[config.mk]
export PLATFORM = sky130hd
export DESIGN_NAME = sts_cfg_regs
export DESIGN_NICKNAME = d
export VERILOG_FILES = /design/src/sv/sts_pkg.sv /design/src/sv/sts_cfg_regs.sv
export SDC_FILE = /design/constraint.sdc
export NUM_CORES = 1
export LEC_CHECK = 0
export BUFFER_PORTS_ARGS = -buffer_cell sky130_fd_sc_hd__buf_2
export CAP_MARGIN = 5
export CORE_MARGIN = 2
export CORE_UTILIZATION = 30
export DETAILED_ROUTE_END_ITERATION = 16
export PLACE_DENSITY = 0.76
export REMOVE_ABC_BUFFERS = 1
export SLEW_MARGIN = 20
export SYNTH_ARGS = -nofsm -noshare
export SYNTH_HDL_FRONTEND = slang
export SYNTH_SLANG_ARGS = --single-unit
export TNS_END_PERCENT = 10
[constraint.sdc]
create_clock -name clk -period 0.9 [get_ports clk]
set_input_delay 0.18 -clock clk [delete_from_list [all_inputs] [get_ports clk]]
set_output_delay 0.18 -clock clk [all_outputs]
set_load 0.02 [all_outputs]
[src/sv/sts_pkg.sv]
package sts_pkg;

    // Payload widths of the request and result channels
    localparam int unsigned INDEX_W = 8;
    localparam int unsigned DATA_W  = 32;
    localparam int unsigned POS_W   = 8;
    localparam int unsigned COUNT_W = 9;

    // Configuration port
    localparam int unsigned APB_ADDR_W = 3;
    localparam int unsigned APB_DATA_W = 32;

    // Register indexes (byte address / 4)
    localparam logic REG_ENTRY_COUNT = 1'b0;

    // Request commands
    localparam logic CMD_WRITE  = 1'b0;
    localparam logic CMD_SEARCH = 1'b1;

    // Search sequencer states
    typedef enum logic [1:0] {
        ST_IDLE,
        ST_READ,
        ST_CMP,
        ST_DONE
    } search_state_t;

endpackage

[src/sv/sts_cfg_regs.sv]
module sts_cfg_regs (
    input  logic                            clk,
    input  logic                            rst_n,
    input  logic                            psel,
    input  logic                            penable,
    input  logic                            pwrite,
    input  logic [sts_pkg::APB_ADDR_W-1:0]  paddr,
    input  logic [sts_pkg::APB_DATA_W-1:0]  pwdata,
    output logic [sts_pkg::APB_DATA_W-1:0]  prdata,
    output logic                            pready,
    output logic [sts_pkg::COUNT_W-1:0]     entry_count
);

    logic [sts_pkg::COUNT_W-1:0] count_reg;
    logic [sts_pkg::COUNT_W-1:0] count_next;
    logic                        sel_count;

    // Decode the word index; low byte bits are ignored
    assign sel_count = (paddr[2] == sts_pkg::REG_ENTRY_COUNT);

    // Update the entry count on a completed write
    always_comb
    begin
        count_next = count_reg;
        if (psel && penable && pwrite && pready && sel_count)
        begin
            count_next = pwdata[sts_pkg::COUNT_W-1:0];
        end
    end

    always_ff @(posedge clk or negedge rst_n)
    begin
        if (!rst_n)
        begin
            count_reg <= '0;
        end
        else
        begin
            count_reg <= count_next;
        end
    end

    // Return the register value on a read, zero elsewhere
    always_comb
    begin
        prdata = '0;
        if (sel_count)
        begin
            prdata = sts_pkg::APB_DATA_W'(count_reg);
        end
    end

    assign pready      = 1'b1;
    assign entry_count = count_reg;

endmodule

# --- Word level (Yosys, flattened, before mapping) ---
# Index checks and enable logic that the tools add are counted.
word_totals:
  regBits: 9
  in_bits: 40
op_classes:
  mux: 1
  bitwise_logic: 1
  reduce_logical: 3
ops:
  columns: ["cell", "n"]
  rows:
  - ["9-bit 2-to-1 mux", 1]
  - ["1-bit logical AND", 3]
  - ["1-bit NOT", 1]

# --- Logic depth before layout (Yosys ltp) ---
depth:
  depth_word: 3
  depth_mapped: 2
  mapped_depth_nobuf: 2

# --- Least setup slack after synthesis ---
# OpenSTA, ideal clock, no wires.
synth_timing:
  path_type: "flip-flop to output port"
  start: "register count_reg, in the netlist entry_count[0]"
  end: "output port prdata[0] in the netlist's numbering"
  arrival_ns: 0.702
  required_ns: 0.720
  setup_slack_ns: 0.018
  stages_incl_launch_ff: 2
  path_buffers: 0
  path_cell_list: "dfrtp_1 > and2b_2"
synth_via:
  elab_chain_len: 1
synth_rtl:
  columns: ["element", "line_no", "source"]
  rows:
  - ["start: declaration", "sts_cfg_regs.sv:14", "logic [sts_pkg::COUNT_W-1:0] count_reg;"]
  - ["start signal: assignment", "sts_cfg_regs.sv:39", "count_reg <= count_next;"]
  - ["9-bit 2-to-1 mux", "sts_cfg_regs.sv:47", "if (sel_count)"]
  - ["end: declaration", "sts_cfg_regs.sv:9", "output logic [sts_pkg::APB_DATA_W-1:0] prdata,"]
# Every way passes these cells.

# --- Worst setup path after layout ---
layout_timing:
  start: "register count_reg, in the netlist entry_count[1]"
  end: "output port prdata[1] in the netlist's numbering"
# The elaborated chain is that of the path after synthesis.

==> impl_results.md <==
* Sequential standard cell area at 225 um^2
* Number of global-route vias before repair at between 400 and 500
* Level count of the clock H-tree at 1
* Core area at ~2000 um^2
* Gate count of the mapped netlist at 54
* Number of detailed-routing iterations run before antenna repair at 2
* CP Cell Sequence: and2b_2 > buf_6
* Maximum clock path buffer count at 2
* Detailed router's first-iteration violation count at 3
* Remaining global-route overflow at 0
* Final cell count without fillers at ~120
* Synthesized area per cell at ~11 um^2
* Number of DRC violations after detailed routing at 0
* Sinks on the clock net at 9
* Later-pin clock latency in the skew report at about 0.25 ns
* Total routing usage reported by global routing at a little over a tenth
* Count of final max-slew check failures at 0
* Horizontal extent of the die at 49.3 um
* Number of port buffers at 32
* Total of flip-flops plus latches after synthesis at 9
* Wire length of the first global-routing pass at just under 2000 um
* Routed wirelength normalized by instance count at ~9.5 um
* PnR Total Power at 0.00171 W
* Area of the multi-input gates at 298 um^2
* Endpoint arrival time on the critical path at roughly 0.99 ns
* Largest delay share family, worst path: flip-flops
* Power Density at between 1500 and 2000 nW/um^2
* Routability cong. at around 0.63
* Clock slew seen by the registers of the worst setup and hold paths at approximately 0.06 ns
* Final critical path time including I/O delays and setup at ~1.2 ns
* CTS tree: built
* Placement Cell Area at about 730 um^2
* Critical path fanouts, max at 2
* CTS root buffer: clkbuf_4
* Initial antenna violation count at 0
* Cell total after placement at roughly 110
* Largest stage delay, worst path at 0.39 ns
* Post-Route Hold Slack at roughly 0.15 ns
* Critical-path cell with the highest stage delay: dfrtp_1
* Worst endpoint required time at a little over 0.7 ns
* Area added between synthesis and finish at 44.2%
* Tightest Hold Check Type: input port to flip-flop
* Setup repair after global routing missed its margin: yes
* Result of the run: finished with violations
* # diodes at 0
* Number of buffers created by CTS at 3
* Reg2Reg Depth at 2
* Worst setup EP type: output port
* Number of rows created at floorplan at 16
* Vertical extent of the die at between 40 and 50 um
* Filler Cell Count at 208
* Smallest setup slack after layout at -0.265 ns
* Setup Crit Path Kind: flip-flop to output port
* Layout cells sized above 1 at 63.9%
* P_leak at 0.507 nW
* Critical path buffers and inverters at 1
* # Max-Cap Violations at 0
* Number of flip-flops in the largest register at 9
* Clock skew after layout at 0 ns
* Number of endpoints failing setup at the final stage at 18
* Area of the die at roughly 2400 um^2
* I/O pins at between 80 and 90
* Largest net degree at the start of global routing at 10
* Share of the clock period used by the worst path at 129%
* Remaining antenna violation count after routing at 0
* Worst Hold Depth at 2
* Total number of yosys warnings at 0
* Sequential-to-total area share from yosys stat at between 30% and 40%
* Detailed-route vias per instance at approximately 3.7
* Number of nets in the final layout at approximately 140
* Starting density of the core at around a third
* Detailed-route wire length at between 1000 and 1500 um
* Total stage count of the critical path at 2
* Finished Cell Area at 890 um^2
* Cell Area, Synth at 617 um^2
* Violated checks: negative setup slack
* Detailed placer's ending HPWL at slightly above 900 um
* Setup slack at placement at -0.136 ns
* Peak ir drop on the vdd network at slightly above 0.0009 V
* Count of distinct cell types in the synthesized netlist at 6
* Endpoints failing hold at 0
* Count of vias placed by the detailed router at 460
* Category of the worst setup path launch point: flip-flop
* Achievable frequency at 858 MHz
-- where the power goes --
part,leakage [nW],internal (W),switching (W),total [W]
registers,0.108,0.000494,0.0000468,0.000541
clock network,0.0150,0.000170,0.000134,0.000304
logic,0.384,0.000430,0.000434,0.000864
total,0.507,0.00109,0.000615,0.00171
-- placed cells by master, fill, tap and decap left out --
master and count:
dfrtp_1 9, conb_1 24, nand4b_4 1, buf_6 13
mux2_2 8, and2b_2 9, mux2_4 1, clkbuf_4 3
clkbuf_1 1, buf_4 6, buf_2 21, dlygate4sd3_1 1
-- worst paths after layout --
check,to,slack [ns],from
worst max-delay path,prdata[1],-0.27,entry_count[1]$_DFFE_PN0P_
worst min-delay path,entry_count[1]$_DFFE_PN0P_,0.15,pwdata[1]
worst max register to register,entry_count[1]$_DFFE_PN0P_,0.03,entry_count[1]$_DFFE_PN0P_
worst min register to register,entry_count[6]$_DFFE_PN0P_,0.52,entry_count[6]$_DFFE_PN0P_
max in group asynchronous,entry_count[2]$_DFFE_PN0P_,0.41,rst_n
min in group asynchronous,entry_count[0]$_DFFE_PN0P_,0.31,rst_n
-- cells by family (layout without fill, tap and decap cells) --
kind of cell | count (synthesis) | in the layout | synth area share, %
buffers and inverters | 24 | 45 | 29.2
and+or+nand+nor | 10 | 10 | 16.6
muxes | 9 | 9 | 16.4
DFF | 9 | 9 | 36.5
other | 2 | 24 | 1.22
-- stage by stage --
stage / setup TNS [ns] / util (%)
2_1_floorplan: 0 / -
3_3_place_gp: -1.74 / 37.5
3_5_place_dp: -1.79 / 37.5
4_1_cts: -3.65 / 44.6
5_1_grt: -4.30 / 45.8
6_report: -3.37 / 45.8
-- Yosys cell counts --
master / number / area (um^2)
nand4b_4: 1 / 23.8
and2b_2: 9 / 78.8
buf_4: 24 / 180
conb_1: 2 / 7.51
mux2_2: 9 / 101
dfrtp_1: 9 / 225
-- routing by layer --
| metal | GRT usage [%] | up-vias | wire length [um] | part of all wire [%] |
|---|---|---|---|---|
| met5 | 0 | - | 0 | 0 |
| met4 | 4.29 | 0 | 0 | 0 |
| met3 | 2.76 | 0 | 101 | 8.6 |
| met2 | 19.6 | 29 | 683 | 58 |
| met1 | 10.7 | 216 | 396 | 34 |
| li1 | - | 215 | - | - |
-- final cells by class --
cell class / count / share of cell area (%)
clock buffers: 4 / 2.95
multi-input cells: 43 / 33.5
flip-flops and latches: 9 / 25.3
well taps: 27 / 3.80
repair buffers: 41 / 34.5
-- timing repair --
action / 4_1_cts / 5_1_grt
resized for setup: 18 / 7
hold buffers: 1 / 0
buffers inserted: 6 / 0
setup endpoints to repair: 18 / 20
pin swaps: 0 / 0
gates cloned: 0 / 0
hold endpoints to repair: 9 / 0
Power figures use the tool's default switching activity.
