$ cat config.mk
export PLATFORM = sky130hd
export DESIGN_NAME = sts_search_flat
export DESIGN_NICKNAME = d
export VERILOG_FILES = /design/src/sv/sts_pkg.sv /design/src/sv/sts_req_if.sv /design/src/sv/sts_res_if.sv /design/src/sv/sts_search.sv /design/src/flat_wrapper.sv
export SDC_FILE = /design/constraint.sdc
export NUM_CORES = 1
export LEC_CHECK = 0
export BUFFER_PORTS_ARGS = -buffer_cell sky130_fd_sc_hd__buf_2
export CAP_MARGIN = 20
export CORE_UTILIZATION = 48
export CTS_CLUSTER_SIZE = 10
export DETAILED_ROUTE_END_ITERATION = 10
export PLACE_DENSITY = 0.83
export SLEW_MARGIN = 20
export SYNTH_ARGS = -nofsm -noshare
export SYNTH_HDL_FRONTEND = slang
export SYNTH_SLANG_ARGS = --single-unit
$ cat constraint.sdc
create_clock -name clk -period 4.4 [get_ports clk]
set_input_delay 0.66 -clock clk [delete_from_list [all_inputs] [get_ports clk]]
set_output_delay 0.66 -clock clk [all_outputs]
set_load 0.05 [all_outputs]
$ cat src/sv/sts_pkg.sv
package sts_pkg;

    // Payload widths of the request and result channels
    localparam int unsigned INDEX_W = 8;
    localparam int unsigned DATA_W  = 32;
    localparam int unsigned POS_W   = 8;
    localparam int unsigned COUNT_W = 9;

    // Configuration port
    localparam int unsigned APB_ADDR_W = 3;
    localparam int unsigned APB_DATA_W = 32;

    // Register indexes (byte address / 4)
    localparam logic REG_ENTRY_COUNT = 1'b0;

    // Request commands
    localparam logic CMD_WRITE  = 1'b0;
    localparam logic CMD_SEARCH = 1'b1;

    // Search sequencer states
    typedef enum logic [1:0] {
        ST_IDLE,
        ST_READ,
        ST_CMP,
        ST_DONE
    } search_state_t;

endpackage

$ cat src/sv/sts_req_if.sv
interface sts_req_if;
    logic                                valid;
    logic                                ready;
    logic                                command;
    logic [sts_pkg::INDEX_W-1:0]         entry_index;
    logic signed [sts_pkg::DATA_W-1:0]   data_value;

    modport source (output valid, output command, output entry_index, output data_value,
                    input ready);
    modport sink   (input valid, input command, input entry_index, input data_value,
                    output ready);
endinterface

$ cat src/sv/sts_res_if.sv
interface sts_res_if;
    logic                        valid;
    logic                        ready;
    logic                        found;
    logic [sts_pkg::POS_W-1:0]   position;

    modport source (output valid, output found, output position, input ready);
    modport sink   (input valid, input found, input position, output ready);
endinterface

$ cat src/sv/sts_search.sv
module sts_search #(
    parameter int unsigned TABLE_DEPTH = 256,
    parameter int unsigned AW          = 8,
    parameter int unsigned CW          = 9
) (
    input  logic                               clk,
    input  logic                               rst_n,
    sts_req_if.sink                            req,
    sts_res_if.source                          res,
    input  logic [sts_pkg::COUNT_W-1:0]        entry_count,
    output logic                               wr_en,
    output logic [AW-1:0]                      wr_addr,
    output logic signed [sts_pkg::DATA_W-1:0]  wr_data,
    output logic                               rd_en,
    output logic [AW-1:0]                      rd_addr,
    input  logic signed [sts_pkg::DATA_W-1:0]  rd_data
);

    sts_pkg::search_state_t state_reg, state_next;

    logic [CW-1:0]                      lo_reg, lo_next;
    logic [CW-1:0]                      hx_reg, hx_next;
    logic [AW-1:0]                      mid_reg, mid_next;
    logic signed [sts_pkg::DATA_W-1:0]  key_reg, key_next;
    logic                               hit_reg, hit_next;
    logic                               res_valid_reg, res_valid_next;
    logic                               found_reg, found_next;
    logic [sts_pkg::POS_W-1:0]          position_reg, position_next;

    logic [CW-1:0]  span;
    logic [CW:0]    mid_sum;
    logic [AW-1:0]  mid;
    logic [CW-1:0]  mid_plus;
    logic           accept;

    // Clamp the searched range to the table depth
    always_comb
    begin
        if (32'(entry_count) > 32'(TABLE_DEPTH))
        begin
            span = CW'(TABLE_DEPTH);
        end
        else
        begin
            span = CW'(entry_count);
        end
    end

    // Midpoint of the inclusive range [lo, hx - 1]
    assign mid_sum  = {1'b0, lo_reg} + {1'b0, hx_reg} - (CW+1)'(1);
    assign mid      = AW'(mid_sum >> 1);
    assign mid_plus = CW'(mid_reg) + CW'(1);

    assign req.ready = (state_reg == sts_pkg::ST_IDLE);
    assign accept    = req.valid && req.ready;

    // Write requests go straight to the table
    assign wr_en   = accept && (req.command == sts_pkg::CMD_WRITE)
                     && (32'(req.entry_index) < 32'(TABLE_DEPTH));
    assign wr_addr = AW'(req.entry_index);
    assign wr_data = req.data_value;

    // Probe read address
    assign rd_en   = (state_reg == sts_pkg::ST_READ);
    assign rd_addr = mid;

    // Sequencer: read the midpoint, compare, narrow the bounds
    always_comb
    begin
        state_next     = state_reg;
        lo_next        = lo_reg;
        hx_next        = hx_reg;
        mid_next       = mid_reg;
        key_next       = key_reg;
        hit_next       = hit_reg;
        res_valid_next = res_valid_reg;
        found_next     = found_reg;
        position_next  = position_reg;

        // Drop the result once taken
        if (res_valid_reg && res.ready)
        begin
            res_valid_next = 1'b0;
        end

        case (state_reg)
            sts_pkg::ST_IDLE:
            begin
                if (accept && (req.command == sts_pkg::CMD_SEARCH))
                begin
                    key_next = req.data_value;
                    lo_next  = '0;
                    hx_next  = span;
                    hit_next = 1'b0;
                    if (span != '0)
                    begin
                        state_next = sts_pkg::ST_READ;
                    end
                    else
                    begin
                        state_next = sts_pkg::ST_DONE;
                    end
                end
            end
            sts_pkg::ST_READ:
            begin
                mid_next   = mid;
                state_next = sts_pkg::ST_CMP;
            end
            sts_pkg::ST_CMP:
            begin
                if (rd_data == key_reg)
                begin
                    hit_next   = 1'b1;
                    state_next = sts_pkg::ST_DONE;
                end
                else
                begin
                    if (rd_data > key_reg)
                    begin
                        hx_next = CW'(mid_reg);
                    end
                    else
                    begin
                        lo_next = mid_plus;
                    end
                    if (lo_next < hx_next)
                    begin
                        state_next = sts_pkg::ST_READ;
                    end
                    else
                    begin
                        state_next = sts_pkg::ST_DONE;
                    end
                end
            end
            sts_pkg::ST_DONE:
            begin
                // Hold until the output slot is free
                if (!res_valid_reg || res.ready)
                begin
                    res_valid_next = 1'b1;
                    found_next     = hit_reg;
                    position_next  = hit_reg ? sts_pkg::POS_W'(mid_reg) : '0;
                    state_next     = sts_pkg::ST_IDLE;
                end
            end
            default:
            begin
                state_next = sts_pkg::ST_IDLE;
            end
        endcase
    end

    always_ff @(posedge clk or negedge rst_n)
    begin
        if (!rst_n)
        begin
            state_reg     <= sts_pkg::ST_IDLE;
            res_valid_reg <= 1'b0;
        end
        else
        begin
            state_reg     <= state_next;
            res_valid_reg <= res_valid_next;
        end
    end

    always_ff @(posedge clk)
    begin
        lo_reg       <= lo_next;
        hx_reg       <= hx_next;
        mid_reg      <= mid_next;
        key_reg      <= key_next;
        hit_reg      <= hit_next;
        found_reg    <= found_next;
        position_reg <= position_next;
    end

    assign res.valid    = res_valid_reg;
    assign res.found    = found_reg;
    assign res.position = position_reg;

endmodule

$ cat src/flat_wrapper.sv
// flat-port wrapper written by rule: the top's interface ports become plain ports
module sts_search_flat 
#(
    parameter int unsigned TABLE_DEPTH = 256,
    parameter int unsigned AW          = 8,
    parameter int unsigned CW          = 9
)
  (clk, rst_n, entry_count, wr_en, wr_addr, wr_data, rd_en, rd_addr, rd_data, req_valid, req_command, req_entry_index, req_data_value, req_ready, res_valid, res_found, res_position, res_ready);
  sts_req_if req_i ();
  sts_res_if res_i ();
  input  logic clk;
  input  logic rst_n;
  input  logic [sts_pkg::COUNT_W-1:0] entry_count;
  output logic wr_en;
  output logic [AW-1:0] wr_addr;
  output logic signed [sts_pkg::DATA_W-1:0] wr_data;
  output logic rd_en;
  output logic [AW-1:0] rd_addr;
  input  logic signed [sts_pkg::DATA_W-1:0] rd_data;
  input wire logic [$bits(req_i.valid)-1:0] req_valid;
  input wire logic [$bits(req_i.command)-1:0] req_command;
  input wire logic [$bits(req_i.entry_index)-1:0] req_entry_index;
  input wire logic [$bits(req_i.data_value)-1:0] req_data_value;
  output wire logic [$bits(req_i.ready)-1:0] req_ready;
  output wire logic [$bits(res_i.valid)-1:0] res_valid;
  output wire logic [$bits(res_i.found)-1:0] res_found;
  output wire logic [$bits(res_i.position)-1:0] res_position;
  input wire logic [$bits(res_i.ready)-1:0] res_ready;
  assign req_i.valid = req_valid;
  assign req_i.command = req_command;
  assign req_i.entry_index = req_entry_index;
  assign req_i.data_value = req_data_value;
  assign req_ready = req_i.ready;
  assign res_valid = res_i.valid;
  assign res_found = res_i.found;
  assign res_position = res_i.position;
  assign res_i.ready = res_ready;
  sts_search #(.TABLE_DEPTH(TABLE_DEPTH), .AW(AW), .CW(CW)) u_core (.clk(clk), .rst_n(rst_n), .req(req_i), .res(res_i), .entry_count(entry_count), .wr_en(wr_en), .wr_addr(wr_addr), .wr_data(wr_data), .rd_en(rd_en), .rd_addr(rd_addr), .rd_data(rd_data));
endmodule
Yosys cells after proc, flatten, opt, wreduce, memory -nomap -nowiden
Cells that the tools add are included.
Widths: inputs -> output; s select.
- $add $sub $neg: 3
- order comparisons: 3
- mux-type cells: 25
- bitwise gates (word level): 1
- reductions and logical operators: 14
- equality and inequality tests: 8
- operators by type and width (kind ; count):
    $mux 9 ; 11
    $pmux 9 s2 ; 2
    $eq 32x32->1 ; 1
    $gt 32x32->1 ; 1
    $mux 2 ; 5
    $add 8x1->9 const B ; 1
    $add 9x9->9 ; 1
    $gt 9x9->1 const B ; 1
    $lt 9x9->1 ; 1
    $reduce_bool 9->1 ; 1
    $sub 9x1->9 const B ; 1
    $pmux 2 s4 ; 1
    $reduce_and 2->1 ; 3
    $reduce_and 3->1 ; 2
    $mux 1 ; 5
    $eq 2x2->1 const B ; 2
    $logic_and 1x1->1 ; 4
    $ne 2x1->1 const B ; 2
    $ne 2x2->1 const B ; 2
    $eq 2x1->1 const B ; 1
    $logic_not 2->1 ; 1
    $pmux 1 s2 ; 1
    $reduce_bool 2->1 ; 1
    $logic_not 1->1 ; 1
    2 further kinds ; 2
- output and inout bits: 61
- register bits after elaboration: 71

Depth between registers and ports, before layout
Gate-level depths: netlist (run 1).
- depth in word-level cells: 8
- gate-level depth with buffers: 19

Worst setup path after synthesis (run 1)
Ideal clock, no wire load.
- path type: input -> register
- from: input rd_data[29] in the netlist's numbering
- to: register u_core.state_reg[1]
- required time: 4266 ps
- path slack: 82 ps
- stages on the path: 18
- data arrival time: 4184 ps
- buffers on the path: 2
- cells stage by stage: ha_1 a21o_1 a21o_1 a21oi_1 o211ai_2 or4_2 buf_2 buf_2 a21oi_1 a21oi_1 ha_1 a21o_1 a21o_1 a211oi_1 o211a_1 o22ai_1 a2111oi_0 nor3_1
- word-level cells in the longest chain between the ends: 8
- elaborated cells on any way between the ends: 12
- those cells by class: order compare (2); eq/ne (1); mux (9)
- ends and longest elaborated chain (what ; line ; RTL):
    start, declared ; flat_wrapper.sv:19 ; input logic signed [sts_pkg::DATA_W-1:0] rd_data;
    $gt 32x32->1 ; sts_search.sv:119 ; if (rd_data > key_reg)
    $mux 9 ; sts_search.sv:119 ;
    $mux 9 ; sts_search.sv:112 ; if (rd_data == key_reg)
    $mux 9 ; sts_search.sv:86 ; case (state_reg)
    $lt 9x9->1 ; sts_search.sv:127 ; if (lo_next < hx_next)
    $mux 2 ; sts_search.sv:127 ;
    $mux 2 (*) ; sts_search.sv:112 ;
    $pmux 2 s4 (*) ; sts_search.sv:86 ;
    end signal, assigned ; sts_search.sv:159 ; state_reg <= sts_pkg::ST_IDLE;
    end signal, assigned ; sts_search.sv:164 ; state_reg <= state_next;
    end, declared ; sts_search.sv:19 ; sts_pkg::search_state_t state_reg, state_next;
Mark *: on every way between the ends. The rest lies on a longest branch, timed or not. The select of a mux whose other input is x is not followed.
A chain may end at the register's enable or synchronous reset.

Worst setup path in the final report (run 1)
- from: input rd_data[23] in the netlist's numbering
- to: register u_core.state_reg[1]
The elaborated chain is that of the path after synthesis.

==> results of run 1 <==
## critical path, stage by stage
cell       delay, ns
buf_2           0.10
ha_1            0.30
nand4_1         0.15
or4_4           0.61
a21oi_2         0.27
buf_4           0.17
nor4_2          0.07
buf_4           0.18
nor3_1          0.33
nor2_1          0.10
ha_1            0.21
a21o_1          0.17
a21o_1          0.17
a211oi_1        0.24
o211a_1         0.18
o22ai_1         0.08
a2111oi_0       0.38
nor3_1          0.08
## through the flow
| step | cells | power (mW) | instance area [um^2] | TNS, ns |
|---|---|---|---|---|
| after global routing | 713 | 4.27 | 5600 | -0.00747 |
| final | 713 | 3.99 | 5600 | 0 |
| after global placement | 697 | 3.45 | 5410 | -0.0133 |
| after floorplan | 462 | 2.93 | 4750 | 0 |
| after CTS | 713 | 3.99 | 5580 | 0 |
| after detailed placement | 697 | 3.52 | 5410 | -0.140 |
## layout make-up
| cell class | instances | area [um^2] |
|---|---|---|
| Fill cell | 799 | 3820 |
| Sequential cell | 71 | 2120 |
| Multi-Input combinational cell | 263 | 2000 |
| Timing Repair Buffer | 158 | 861 |
| Inverter | 76 | 285 |
| Tap cell | 129 | 161 |
| Clock buffer | 9 | 124 |
| Clock inverter | 7 | 48.8 |
## Yosys cell counts, drive strengths merged (2+ instances only)
| library cell | instances |
|---|---|
| nor3 | 20 |
| buf | 47 |
| xnor2 | 13 |
| a21oi | 45 |
| nor2b | 3 |
| nor2 | 12 |
| o21ai | 6 |
| a21o | 8 |
| nor4 | 4 |
| nand3 | 8 |
| clkbuf | 5 |
| dfrtp | 3 |
| o311ai | 8 |
| edfxtp | 68 |
| nand3b | 7 |
| and2 | 8 |
| inv | 76 |
| nand2b | 3 |
| o21bai | 4 |
| o211ai | 2 |
| ha | 55 |
| or4 | 3 |
| nand2 | 19 |
| nand4 | 18 |
| a211oi | 3 |
## layer usage
layer	GRT usage [%]	wire (um)
met5	0	0
met4	7.47	226
met3	5.59	688
met2	37.9	5480
met1	27.9	4580
## cells by family after synthesis
group,Yosys count
buffers and inverters,128
and+or+nand+nor,108
AOI/OAI and AO/OA,85
DFF,71
adders and majority gates,56
xor gates and xnor gates,14
## power groups by stage
| stage | combinational, mW | sequential (mW) | clock, mW |
|---|---|---|---|
| 6_report | 2.36 | 1.16 | 0.466 |
| 5_1_grt | 2.58 | 1.18 | 0.510 |
| 4_1_cts | 2.36 | 1.16 | 0.474 |
| 3_5_place_dp | 2.35 | 1.17 | 0 |
| 3_3_place_gp | 2.29 | 1.17 | 0 |
| 2_1_floorplan | 1.77 | 1.16 | 0 |
## worst max path at each step
stage                           to  slack (ns)
2_1_floorplan  u_core.state_reg[1]        0.08
3_3_place_gp   u_core.state_reg[1]       -0.01
3_5_place_dp   u_core.state_reg[1]       -0.14
4_1_cts        u_core.state_reg[1]        0.19
5_1_grt        u_core.state_reg[1]      -0.007
6_report       u_core.state_reg[1]        0.18
==> results.toml, run 1 <==
[worst_setup_path]
worstPathRequired_ns = 4.62
path_max_fanout = 5
arrival_ns = 4.44
rrSetupSlack_ns = 0.22
start_kind = "primary input"
crit_type = "primary input to register"
reg2reg_to = "u_core.state_reg[1]"
r2r_start = "u_core.key_reg[23]"
end_kind = "register"
cp-startpoint = "rd_data[23]"
ff2ff_path_depth = 18

[sta]
tightest_slew_ns = 1.01
fin_skew_ns = 0.0128
slew_headroom_pct = 32.8
fmax_ghz = 0.237
post-route-period-util_pct = 95.9
hold_ws_ns = 0.0970
slew_violations = 0
finalWorstSetupSlack_ns = 0.178
finalHoldViolCount = 0
fin_crit_ns = 4.22
setup_viol = 0

[status]
status = "finished clean"

[power_and_ir_drop]
comb_power_share_pct = 59.2
ir_drop_mv = 0.548
switching_share_pct = 50.5
pwr-share-clk_pct = 11.7
power_density_mw_per_mm2 = 713
p_int_mw = 1.97
seq_power_share_pct = 29.1
p_switching_mw = 2.02
power_leakage_nw = 2.64

[synthesis]
synth_edf_count = 68
synthMuxAreaShare_pct = 0
synth-compound-area-share_pct = 11.5
synth_area_leader_cell = "edfxtp_1"
syn-instance-count = 462
ys_ff_latch = 71
async_flop_share_pct = 4.23
synth_simple_gate_area_share_pct = 12.8
synth.distinct_cells = 50
netlist_area_mm2 = 0.00475
synthAdderAreaFrac_pct = 14.9
yosysWarningCount = 0
synth_top_cells_by_area = "edfxtp_1 43%, ha_1 14%, buf_4 6.5%, inv_1 6.0%, a21oi_1 4.6%"
synth_flop_cell = "edfxtp_1"
syn_nets = 604
synth_xor_area_share_pct = 2.58
yosys.area.top_type_share_pct = 43.0
synth_top_family_by_area = "adder cells"
yosysSeqAreaShare_pct = 44.6
synth_area_per_cell_um2 = 10.3

[global_routing]
grt_pass1_wl_um = 17300
overflow = 0
antenna_found_initial = 0
grt.total_usage_pct = 22.3
grt_pass1_vias = 3661
grt_max_degree = 37

[drt]
vias = 3785
drc_errors = 0
drt_wl_total_um = 11000
vias_per_cell = 5.31
ant_nets = 0
drtPass1Iterations = 5
wire_per_inst_um = 15.4
drt_iter0_markers = 201

[placement]
dp_hpwl_um = 8760
globalplace.congestion = 0.895
io_buffers = 130
dp_worst_setup_slack_ns = -0.140

[floorplan]
fp.dieW_um = 101
initial_core_util_pct = 50.5
dieArea_mm2 = 0.0103
row_count = 35
core_area_mm2 = 0.00942
ioPinCount = 147
die_h_um = 101

[cts]
htreeDepth = 3
cts_setup_buffers = 0
cts.clk_slew.worst_paths_ns = 0.07
cts-resized-gates = 0
clk_latency_ns = 0.35
clock_sinks = 71
root_buffer = "clkbuf_8"
cts_tree = "yes"
postCtsHoldBufs = 0
cts.path.max_buffers = 2
cts_buffers = 9

[hold_path]
min_path_type = "primary input to asynchronous set/reset pin"

[cells_and_area]
final_cell_mix = "130 x buf_2, 76 x inv_1, 68 x edfxtp_1"
syn2layout_area_growth_pct = 17.9
fin_util_pct = 59.5
largest_reg_flops = 32
insertedDiodeCount = 0
final_common_cell = "buf_2"
nets = 721
drive_above_1_share_pct = 31.3

[job]
drv_cap = 0
No activity file was read; power rests on OpenSTA's default activity.
==> run 2: changes to the inputs <==
- CORE_ASPECT_RATIO: not set -> 2
==> results.toml, run 2 (same netlist as run 1, synthesis figures left out) <==
[status]
status = "finished clean"

[job]
drv_cap = 0

[floorplan]
ioPinCount = 147
row_count = 51
die_h_um = 143
dieArea_mm2 = 0.0103
initial_core_util_pct = 49.0
fp.dieW_um = 72.3
core_area_mm2 = 0.00970

[placement]
dp_worst_setup_slack_ns = -0.357
dp_hpwl_um = 9880
dp_cells = 709
io_buffers = 130
placed_area_mm2 = 0.00548
globalplace.congestion = 0.949

[worst_setup_path]
rrSetupSlack_ns = 0.29
arrival_ns = 4.37
worstPathRequired_ns = 4.60
ff2ff_path_depth = 18
reg2reg_to = "u_core.state_reg[1]"
crit_end = "u_core.state_reg[1]"
start_kind = "primary input"
crit_type = "primary input to register"
path_max_fanout = 5
cp-startpoint = "rd_data[27]"
r2r_start = "u_core.key_reg[27]"
end_kind = "register"

[cells_and_area]
nFillCells = 856
final_cell_mix = "130 x buf_2, 76 x inv_1, 68 x edfxtp_1"
nets = 731
design_area_mm2 = 0.00583
regArea_mm2 = 0.00212
final_cells = 726
multi_input_area_mm2 = 0.00201
syn2layout_area_growth_pct = 22.7
largest_reg_flops = 32
final_common_cell = "buf_2"
insertedDiodeCount = 0
drive_above_1_share_pct = 32.3

[global_routing]
grt_pass1_wl_um = 18400
grt.total_usage_pct = 24.1
overflow = 0
antenna_found_initial = 0
grt_pass1_vias = 3874
grt_max_degree = 37

[drt]
drtPass1Iterations = 5
ant_nets = 0
vias_per_cell = 5.37
wire_per_inst_um = 16.9
vias = 3899
drt_wl_total_um = 12200
drt_iter0_markers = 203
drc_errors = 0

[cts]
htreeDepth = 3
cts.path.max_buffers = 2
cts.clk_slew.worst_paths_ns = 0.06
clk_latency_ns = 0.33
clock_sinks = 71
root_buffer = "clkbuf_16"
cts_buffers = 9
postCtsHoldBufs = 0
cts_tree = "yes"

[sta]
finalWorstSetupSlack_ns = 0.232
fin_skew_ns = 0.00689
finalHoldViolCount = 0
fmax_ghz = 0.240
slew_headroom_pct = 31.8
tightest_slew_ns = 1.02
slew_violations = 0
setup_viol = 0
fin_crit_ns = 4.17
post-route-period-util_pct = 94.7

[power_and_ir_drop]
ir_drop_mv = 0.935
power_density_mw_per_mm2 = 749
power_leakage_nw = 2.76

[hold_path]
min_path_type = "primary input to asynchronous set/reset pin"
[run 2: cell types whose count changed in the layout (fill, tap and decap cells not counted), sizes merged]
cell      previous run  this run
inv                 77        76
buf                158       168
clkinvlp             3         1
clkbuf               9        10
bufinv               0         2
[run 2: through the flow]
stage	setup TNS (ns)	power (mW)	util, %	hold WS, ns
after global routing	-0.0101	4.62	60.1	0.122
after floorplan	0	2.93	-	0.364
after global placement	-0.199	3.53	56.5	0.466
after detailed placement	-0.357	3.60	56.5	0.467
final	0	4.37	60.1	0.120
after CTS	0	4.37	59.8	0.115
[run 2: layer usage]
metal / track usage, % / up-vias / wire (um)
li1: - / 1860 / -
met1: 21.6 / 1830 / 4000
met2: 45.9 / 163 / 6850
met3: 3.88 / 46 / 560
met4: 18.3 / 0 / 839
met5: 0 / - / 0
[run 2: area by class of cell]
class,instances,area share [%]
inverters,76,4.89
flip-flops and latches,71,36.3
well taps,132,2.83
repair buffers,168,16.1
multi-input cells,263,34.5
clock buffers,10,3.93
clock inverters,6,1.46
[run 2: worst min-delay path by stage]
stage / start / end
after global routing: rst_n / u_core.state_reg[0]
final: rst_n / u_core.state_reg[0]
after global placement: rst_n / u_core.res.valid
after detailed placement: rst_n / u_core.res.valid
after CTS: rst_n / u_core.state_reg[0]
after floorplan: rst_n / u_core.res.valid
[run 2: power breakdown]
part | switching (mW) | internal, mW | leakage [nW]
registers | 0.140 | 1.02 | 0.675
clock network | 0.269 | 0.494 | 0.150
logic | 1.66 | 0.783 | 1.94
[run 2: timing repair]
action / 4_1_cts / 5_1_grt
setup buffers: 0 / 1
pin swaps: 0 / 2
setup endpoints to repair: 1 / 1
gates resized for setup: 1 / 4
[run 2: worst max-delay path, cell delays in order]
cell and delay, ns:
buf_2 0.10, ha_1 0.30, nand4_1 0.18, or4_4 0.60, a21oi_2 0.26, buf_4 0.18
nor4_4 0.06, buf_4 0.14, buf_4 0.14, nor3_1 0.29, nor2_1 0.12, ha_1 0.33
a21o_1 0.16, a21oi_1 0.18, o211a_1 0.16, o22ai_1 0.12, a2111oi_2 0.30, nor3_1 0.08
==> run 3: changes to the inputs <==
- CORE_MARGIN: not set -> 5
==> results.toml, run 3 (same netlist as run 1, synthesis figures left out) <==
[global_routing]
grt_max_degree = 37
grt_pass1_vias = 4113
antenna_found_initial = 0
overflow = 0
grt.total_usage_pct = 21.0
grt_pass1_wl_um = 19100

[worst_setup_path]
end_kind = "register"
worstPathCellList = "buf_2, ha_1, buf_4, nand4_1, or4_4, nand2b_1, o311a_1, nor3_1, nor2_1, ha_1, a21o_1, a21o_1, a211oi_1, o211a_1, o22ai_1, a2111oi_0, nor3_1"
r2r_start = "u_core.key_reg[29]"
slowest_stage = "or4_4"
worstPathRequired_ns = 4.60
path_max_fanout = 5
start_kind = "primary input"
critPathMaxStageDelay_ns = 0.55
arrival_ns = 4.40
cp-startpoint = "rd_data[29]"
crit_type = "primary input to register"

[drt]
drtPass1Iterations = 4
vias_per_cell = 5.36
wire_per_inst_um = 17.4
drt_iter0_markers = 183
ant_nets = 0
drc_errors = 0
vias = 3877
drt_wl_total_um = 12600

[power_and_ir_drop]
power_density_mw_per_mm2 = 745
ir_drop_mv = 0.899
power_leakage_nw = 2.73

[sta]
fmax_ghz = 0.238
slew_headroom_pct = 33.4
finalHoldViolCount = 0
fin_crit_ns = 4.20
setup_viol = 0
fin_skew_ns = 0.00651
rsz0062_at_grt = "no"
tightest_slew_ns = 0.996
post-route-period-util_pct = 95.4
tns_ns = 0
slew_violations = 0

[cells_and_area]
drive_above_1_share_pct = 31.8
insertedDiodeCount = 0
fin_util_pct = 59.4
final_cell_mix = "130 x buf_2, 76 x inv_1, 68 x edfxtp_1"
final_common_cell = "buf_2"
nets = 728
syn2layout_area_growth_pct = 21.3
largest_reg_flops = 32
nFillCells = 855
final_cells = 723

[floorplan]
fp.dieW_um = 80.3
initial_core_util_pct = 49.0
core_area_mm2 = 0.00970
dieArea_mm2 = 0.0121
row_count = 51
ioPinCount = 147
die_h_um = 151

[cts]
htreeDepth = 3
cts.path.max_buffers = 2
cts_tree = "yes"
root_buffer = "clkbuf_16"
clock_sinks = 71
cts.clk_slew.worst_paths_ns = 0.06
cts_buffers = 9
cts_setup_buffers = 0
clk_latency_ns = 0.33

[job]
drv_cap = 0

[hold_path]
min_path_type = "primary input to asynchronous set/reset pin"

[status]
status = "finished clean"

[placement]
io_buffers = 130
dp_hpwl_um = 10400
globalplace.congestion = 0.931
dp_cells = 707
## run 3: worst paths after layout
| kind | endpoint | slack, ns | depth (start not counted) |
|---|---|---|---|
| worst min register to register | u_core.res.valid | 0.54 | 2 |
| max in group asynchronous | u_core.state_reg[1] | 4.16 | 1 |
| worst max register to register | u_core.state_reg[1] | 0.27 | 17 |
| worst max-delay path | u_core.state_reg[1] | 0.20 | 17 |
| min in group clk | u_core.key_reg[5] | 0.52 | 1 |
| worst min-delay path | u_core.res.valid | 0.12 | 1 |
## run 3: critical path, delay by kind of cell
family	cells	cell delay, ns
AO/OA/AOI/OAI	7	1.51
adder cells (fa/ha/maj)	2	0.61
buffers and inverters	2	0.21
AND/OR/NAND/NOR	6	1.42
## run 3: layout make-up
cell class | count | area [um^2] | share of cell area, %
clock buffers | 11 | 233 | 4.04
clock inverters | 5 | 58.8 | 1.02
inverters | 76 | 285 | 4.95
flip-flops and latches | 71 | 2120 | 36.8
repair buffers | 165 | 913 | 15.9
well taps | 132 | 165 | 2.87
multi-input cells | 263 | 1990 | 34.5
## run 3: what timing repair did
action / in CTS / in global routing
hold buffers: 0 / 0
setup endpoints to repair: 0 / 1
gates resized for setup: 0 / 1
## run 3: routing by layer
layer | global-route usage [%] | share of wire, %
met3 | 2.93 | 5.1
met2 | 41.6 | 56
met5 | 0 | 0
met1 | 18.7 | 33
met4 | 13.5 | 5.7
## run 3: per-stage QoR
stage	power, mW	worst slack, ns	area (um^2)	hold slack (ns)
after floorplan	2.93	0.0821	4750	0.364
after global placement	3.53	-0.0806	5470	0.466
after detailed placement	3.59	-0.204	5470	0.467
after CTS	4.31	0.140	5760	0.111
after global routing	4.52	0.0192	5760	0.112
final	4.29	0.202	5760	0.122
## run 3: power breakdown
group          total (mW)  switching, mW  leakage, nW  internal (mW)
combinational        2.42           1.65         1.92          0.773
clock               0.711          0.272        0.136          0.439
sequential           1.15          0.138        0.675           1.02
